===== src/rtl/psm_pkg.sv =====
// Shared widths, payload structs and a helper function of the planar shadow matrix core.
// No dependencies; every other file of the block imports this package.
package psm_pkg;

  localparam int PW    = 32;
  localparam int VW    = 33;
  localparam int MAGW  = 66;
  localparam int MW    = 31;
  localparam int SUMW  = 64;
  localparam int LENW  = 32;
  localparam int LW    = 7;
  localparam int CW    = 36;
  localparam int PRODW = 68;
  localparam int EW    = 70;
  localparam int OUTW  = 48;

  typedef struct packed {
    logic                    degen;
    logic [2:0]              neg;
    logic [2:0][MW-1:0]      mag;
    logic [2:0][PW-1:0]      p2;
  } psm_norm_t;

  typedef struct packed {
    logic                    degen;
    logic [2:0][CW-1:0]      c;
    logic [2:0][PW-1:0]      p2;
  } psm_coef_t;

  typedef struct packed {
    logic                      degen;
    logic [3:0][3:0][PRODW-1:0] p;
    logic [EW-1:0]             dot;
  } psm_mat_t;

  function automatic logic [LW-1:0] psm_bitlen(input logic [MAGW-1:0] x);
    logic [LW-1:0] l;
    l = '0;
    for (int i = 0; i < MAGW; i++) begin
      if (x[i]) l = LW'(i + 1);
    end
    return l;
  endfunction

endpackage


===== src/rtl/psm_colout.sv =====
// Column sequencer: holds one matrix, rounds and saturates one column per unstalled cycle
// into the output register, and drives the pipeline advance; depends on psm_pkg.
module psm_colout import psm_pkg::*; #(
  parameter int FRAC_BITS = 16
) (
  input  logic                 clk_i,
  input  logic                 rst_ni,
  input  logic                 valid_i,
  input  psm_mat_t             mat_i,
  input  logic                 out_stall_i,
  output logic                 en_o,
  output logic                 out_valid_o,
  output logic [1:0]           column_o,
  output logic [3:0][OUTW-1:0] rows_o,
  output logic                 last_o,
  output logic                 degen_o
);

  localparam logic signed [EW-1:0] Half   = EW'(1) << (FRAC_BITS - 1);
  localparam logic signed [EW-1:0] SatMax = {{(EW-OUTW+1){1'b0}}, {(OUTW-1){1'b1}}};
  localparam logic signed [EW-1:0] SatMin = ~SatMax;

  logic                 h_valid_q, out_valid_q;
  psm_mat_t             h_q;
  logic [1:0]           col_q, column_q;
  logic [3:0][OUTW-1:0] rows_q, rows_d;
  logic                 last_q, degen_q;
  logic                 out_ld;
  logic signed [EW-1:0] e, rnd;

  assign out_ld = !out_valid_q || !out_stall_i;
  assign en_o   = !h_valid_q || (out_ld && (col_q == 2'd3));

  always_comb begin
    for (int r = 0; r < 4; r++) begin
      if (col_q == 2'(r)) begin
        e = $signed(h_q.dot) - EW'($signed(h_q.p[col_q][r]));
      end else begin
        e = -EW'($signed(h_q.p[col_q][r]));
      end
      rnd = (e + Half) >>> FRAC_BITS;
      if (h_q.degen) begin
        rows_d[r] = '0;
      end else if (rnd > SatMax) begin
        rows_d[r] = SatMax[OUTW-1:0];
      end else if (rnd < SatMin) begin
        rows_d[r] = SatMin[OUTW-1:0];
      end else begin
        rows_d[r] = rnd[OUTW-1:0];
      end
    end
  end

  always_ff @(posedge clk_i or negedge rst_ni) begin
    if (!rst_ni) begin
      h_valid_q   <= 1'b0;
      out_valid_q <= 1'b0;
      col_q       <= '0;
    end else begin
      if (out_ld && h_valid_q) begin
        col_q <= col_q + 2'd1;
      end
      if (en_o) begin
        h_valid_q <= valid_i;
      end
      if (out_ld) begin
        out_valid_q <= h_valid_q;
      end
    end
  end

  always_ff @(posedge clk_i) begin
    if (en_o) begin
      h_q <= mat_i;
    end
    if (out_ld) begin
      column_q <= col_q;
      rows_q   <= rows_d;
      last_q   <= (col_q == 2'd3);
      degen_q  <= h_q.degen;
    end
  end

  assign out_valid_o = out_valid_q;
  assign column_o    = column_q;
  assign rows_o      = rows_q;
  assign last_o      = last_q;
  assign degen_o     = degen_q;

endmodule


===== config.mk =====
export PLATFORM = sky130hd
export DESIGN_NAME = psm_colout
export DESIGN_NICKNAME = d
export VERILOG_FILES = /design/src/rtl/psm_pkg.sv /design/src/rtl/psm_colout.sv
export SDC_FILE = /design/constraint.sdc
export NUM_CORES = 2
export LEC_CHECK = 0
export BUFFER_PORTS_ARGS = -buffer_cell sky130_fd_sc_hd__buf_2
export CAP_MARGIN = 20
export CELL_PAD_IN_SITES_DETAIL_PLACEMENT = 0
export CELL_PAD_IN_SITES_GLOBAL_PLACEMENT = 1
export CORE_AREA = 5 5 531 533
export DETAILED_ROUTE_END_ITERATION = 8
export DIE_AREA = 0 0 536 538
export GPL_ROUTABILITY_DRIVEN = 0
export PLACE_DENSITY_LB_ADDON = 0.2
export SKIP_LAST_GASP = 1
export SYNTH_ARGS = -nofsm -noshare
export SYNTH_HDL_FRONTEND = slang
export SYNTH_SLANG_ARGS = --single-unit

===== constraint.sdc =====
create_clock -name clk_i -period 43.5 [get_ports clk_i]
set_input_delay 8.7 -clock clk_i [delete_from_list [all_inputs] [get_ports clk_i]]
set_output_delay 8.7 -clock clk_i [all_outputs]
set_load 0.05 [all_outputs]

==> results.md <==
* Relative slew slack at 21.9%
* Clock Path Buffers at 4
* Count leader, synth: edfxtp_1
* Via density per instance at 5.37
* Worst Path Required at 34.80 ns
* Crit path time final at 19.42 ns
* Setup bufs post-CTS at 0
* Synth area leaders: edfxtp_1 51%, mux4_2 7.6%, ha_1 4.4%
* Post-synth EDFFs at 1355
* CP Capture Point: en_o
* Slew at the pin closest to its max-slew limit at 1.16 ns
* Post-Synthesis Mean Instance Area at 11.6 um2
* Post-DP HPWL at 298 mm
* CTS Sinks at 1359
* Pins Over Slew Limit at 0
* Vias at 64800
* Dominant synthesized flop cell: edfxtp_1
* Effective utilization at floorplan at 28.6%
* Chip height at 538 um
* R2R setup slack at 32.93 ns
* Post-cts resize count at 0
* Clk slew on worst S/H paths at 0.06 ns
* Critical register-to-register path startpoint: col_q[0]
* Cells on worst reg2reg path at 22
* Yosys top cell by area: edfxtp_1
* FFs w/ async S/R, synth at 0.294%
* CORE AREA at 0.276 mm2
* Synth top area share at 51.5%
* Clk root buf: clkbuf_16
* CTS Buf Count at 160
* Sequential cell area at 0.0408 mm2
* Yosys warning total at 0
* Hold Violations, Final at 0
* Vias in the first global route at 63800
* Largest net degree at the start of global routing at 125
* Layout cells sized above 1 at 26.3%
* Hold Buf Count CTS at 0
* Final setup fails at 0
* Nets at 9616
* CP Class: primary input to output port
* Syn-to-layout area delta at 20.9%
* Tcrit/Tclk final at 44.6%
* Fmax at 51.5 MHz
* First-pass GRT wire length at 498 mm
* Worst Path Max Fanout at 83
* Setup Skew at 0.0526 ns
* CTS tree: built
* Seq cells post-synth at 1359
* Synthesized area at 0.0790 mm2
* Mapped Nets at 8233
* Initial antenna violation count at 158
* IO Pins at 1361
* Initial DRC count at 6442
* CP Launch Type: primary input
* Worst hold path class: flop to flop
* Grt ovf at 0
* Clock Latency Late Sink at 0.82 ns
* Status: completed
* PortBufs at 1360
* Synth cell types at 113
* Max-Cap Viols at 0
* Num rows at 193
* Width of the chip at 536 um
* DRC viols at 0
* Unrepaired setup endpoints after global routing: no
* Total Wirelength at 368 mm
* Avg WL per Cell at 30.5 um
* Total GRT Usage at 24.4%
* R2R Path End: rows_o[51]
* Syn Inst Count at 6790
* CP Capture Type: output port
* Fillers at 27800
* Hold WS at 0.812 ns
* Setup TNS at 0 ns
* Worst setup path start: out_stall_i
* Part of the Yosys area used for sequential elements at 51.6%
* Full die area at 0.288 mm2
* Arr. time, crit path at 10.72 ns
* DRT Pass-1 Iters at 6
* Most frequent cells after synthesis: 1355 x edfxtp_1, 527 x nand2_1, 487 x a21oi_1
* Area of the multi-input gates at 0.0356 mm2
* Number of routed nets with antenna violations at 0
* # H-tree levels at 4
## sequential cells by signal, summed over array words and instances, names as in the netlist
| register | count |
|---|---|
| rows_o | 192 |
| h_q | 1159 |
| out_valid_o | 1 |
| degen_o | 1 |
| col_q | 2 |
| last_o | 1 |
| column_o | 2 |
| h_valid_q | 1 |
## worst min-delay path by stage
stage                    from          end  slack, ns  cells past startpoint
floorplan           h_valid_q  out_valid_o       0.48                      1
global placement    h_valid_q  out_valid_o       0.77                      1
detailed placement  h_valid_q  out_valid_o       0.78                      1
CTS                 h_valid_q     col_q[0]       0.80                      2
global route        h_valid_q  out_valid_o       0.81                      1
finish              h_valid_q  out_valid_o       0.81                      1
## per-stage QoR
step                utilization, %  instance area [um2]  instances  setup slack (ns)
floorplan                        -                79000       6790              7.80
global placement              32.7                90200      11700             24.00
detailed placement            32.7                90200      11700             24.00
CTS                           34.5                95300      12000             24.01
global route                  34.6                95400      12000             23.99
finish                        34.6                95500      12100             24.08
## logic make-up after synthesis
logic type / Yosys count / synth area share [%]
AO/OA/AOI/OAI: 1724 / 14.1
AND/OR/NAND/NOR: 2104 / 13.8
multiplexers: 336 / 8.57
adder cells (fa/ha/maj): 280 / 4.43
flip-flops: 1359 / 51.6
buffers and inverters: 626 / 3.45
XOR/XNOR: 361 / 4.00
## routing by layer
layer	global-route usage (%)	vias to the layer above	part of all wire [%]
met5	0	-	0.16
met4	6.40	94	2.7
met3	5.60	454	8.2
met2	40.3	2674	47
met1	32.3	32300	42
li1	-	29300	-
## final cells by class
type                            instances  area share [%]
Sequential cell                      1359            42.7
Multi-Input combinational cell       4805            37.3
Clock inverter                         94           0.984
Clock buffer                          189            4.37
Inverter                              350            1.38
Tap cell                             3705            4.85
Timing Repair Buffer                 1497            8.26
Antenna cell                           67           0.176
## placed cells by master, fill, tap and decap left out, drive strengths merged, types with 236 or more instances in the layout
cell type  count
a21oi        521
buf         1496
edfxtp      1355
ha           280
inv          360
mux4         270
nand2        528
nor2         408
o21ai        418
xnor2        236
## worst max-delay path: stages
cell and delay, ns:
buf_2 0.11, nand2_4 0.48, nand2_1 0.27, nand2_8 0.63, buf_2 0.42
Power is left out: the tool's default activity adds up to more than one toggle a clock period on the data nets, which glitch-free logic cannot reach.
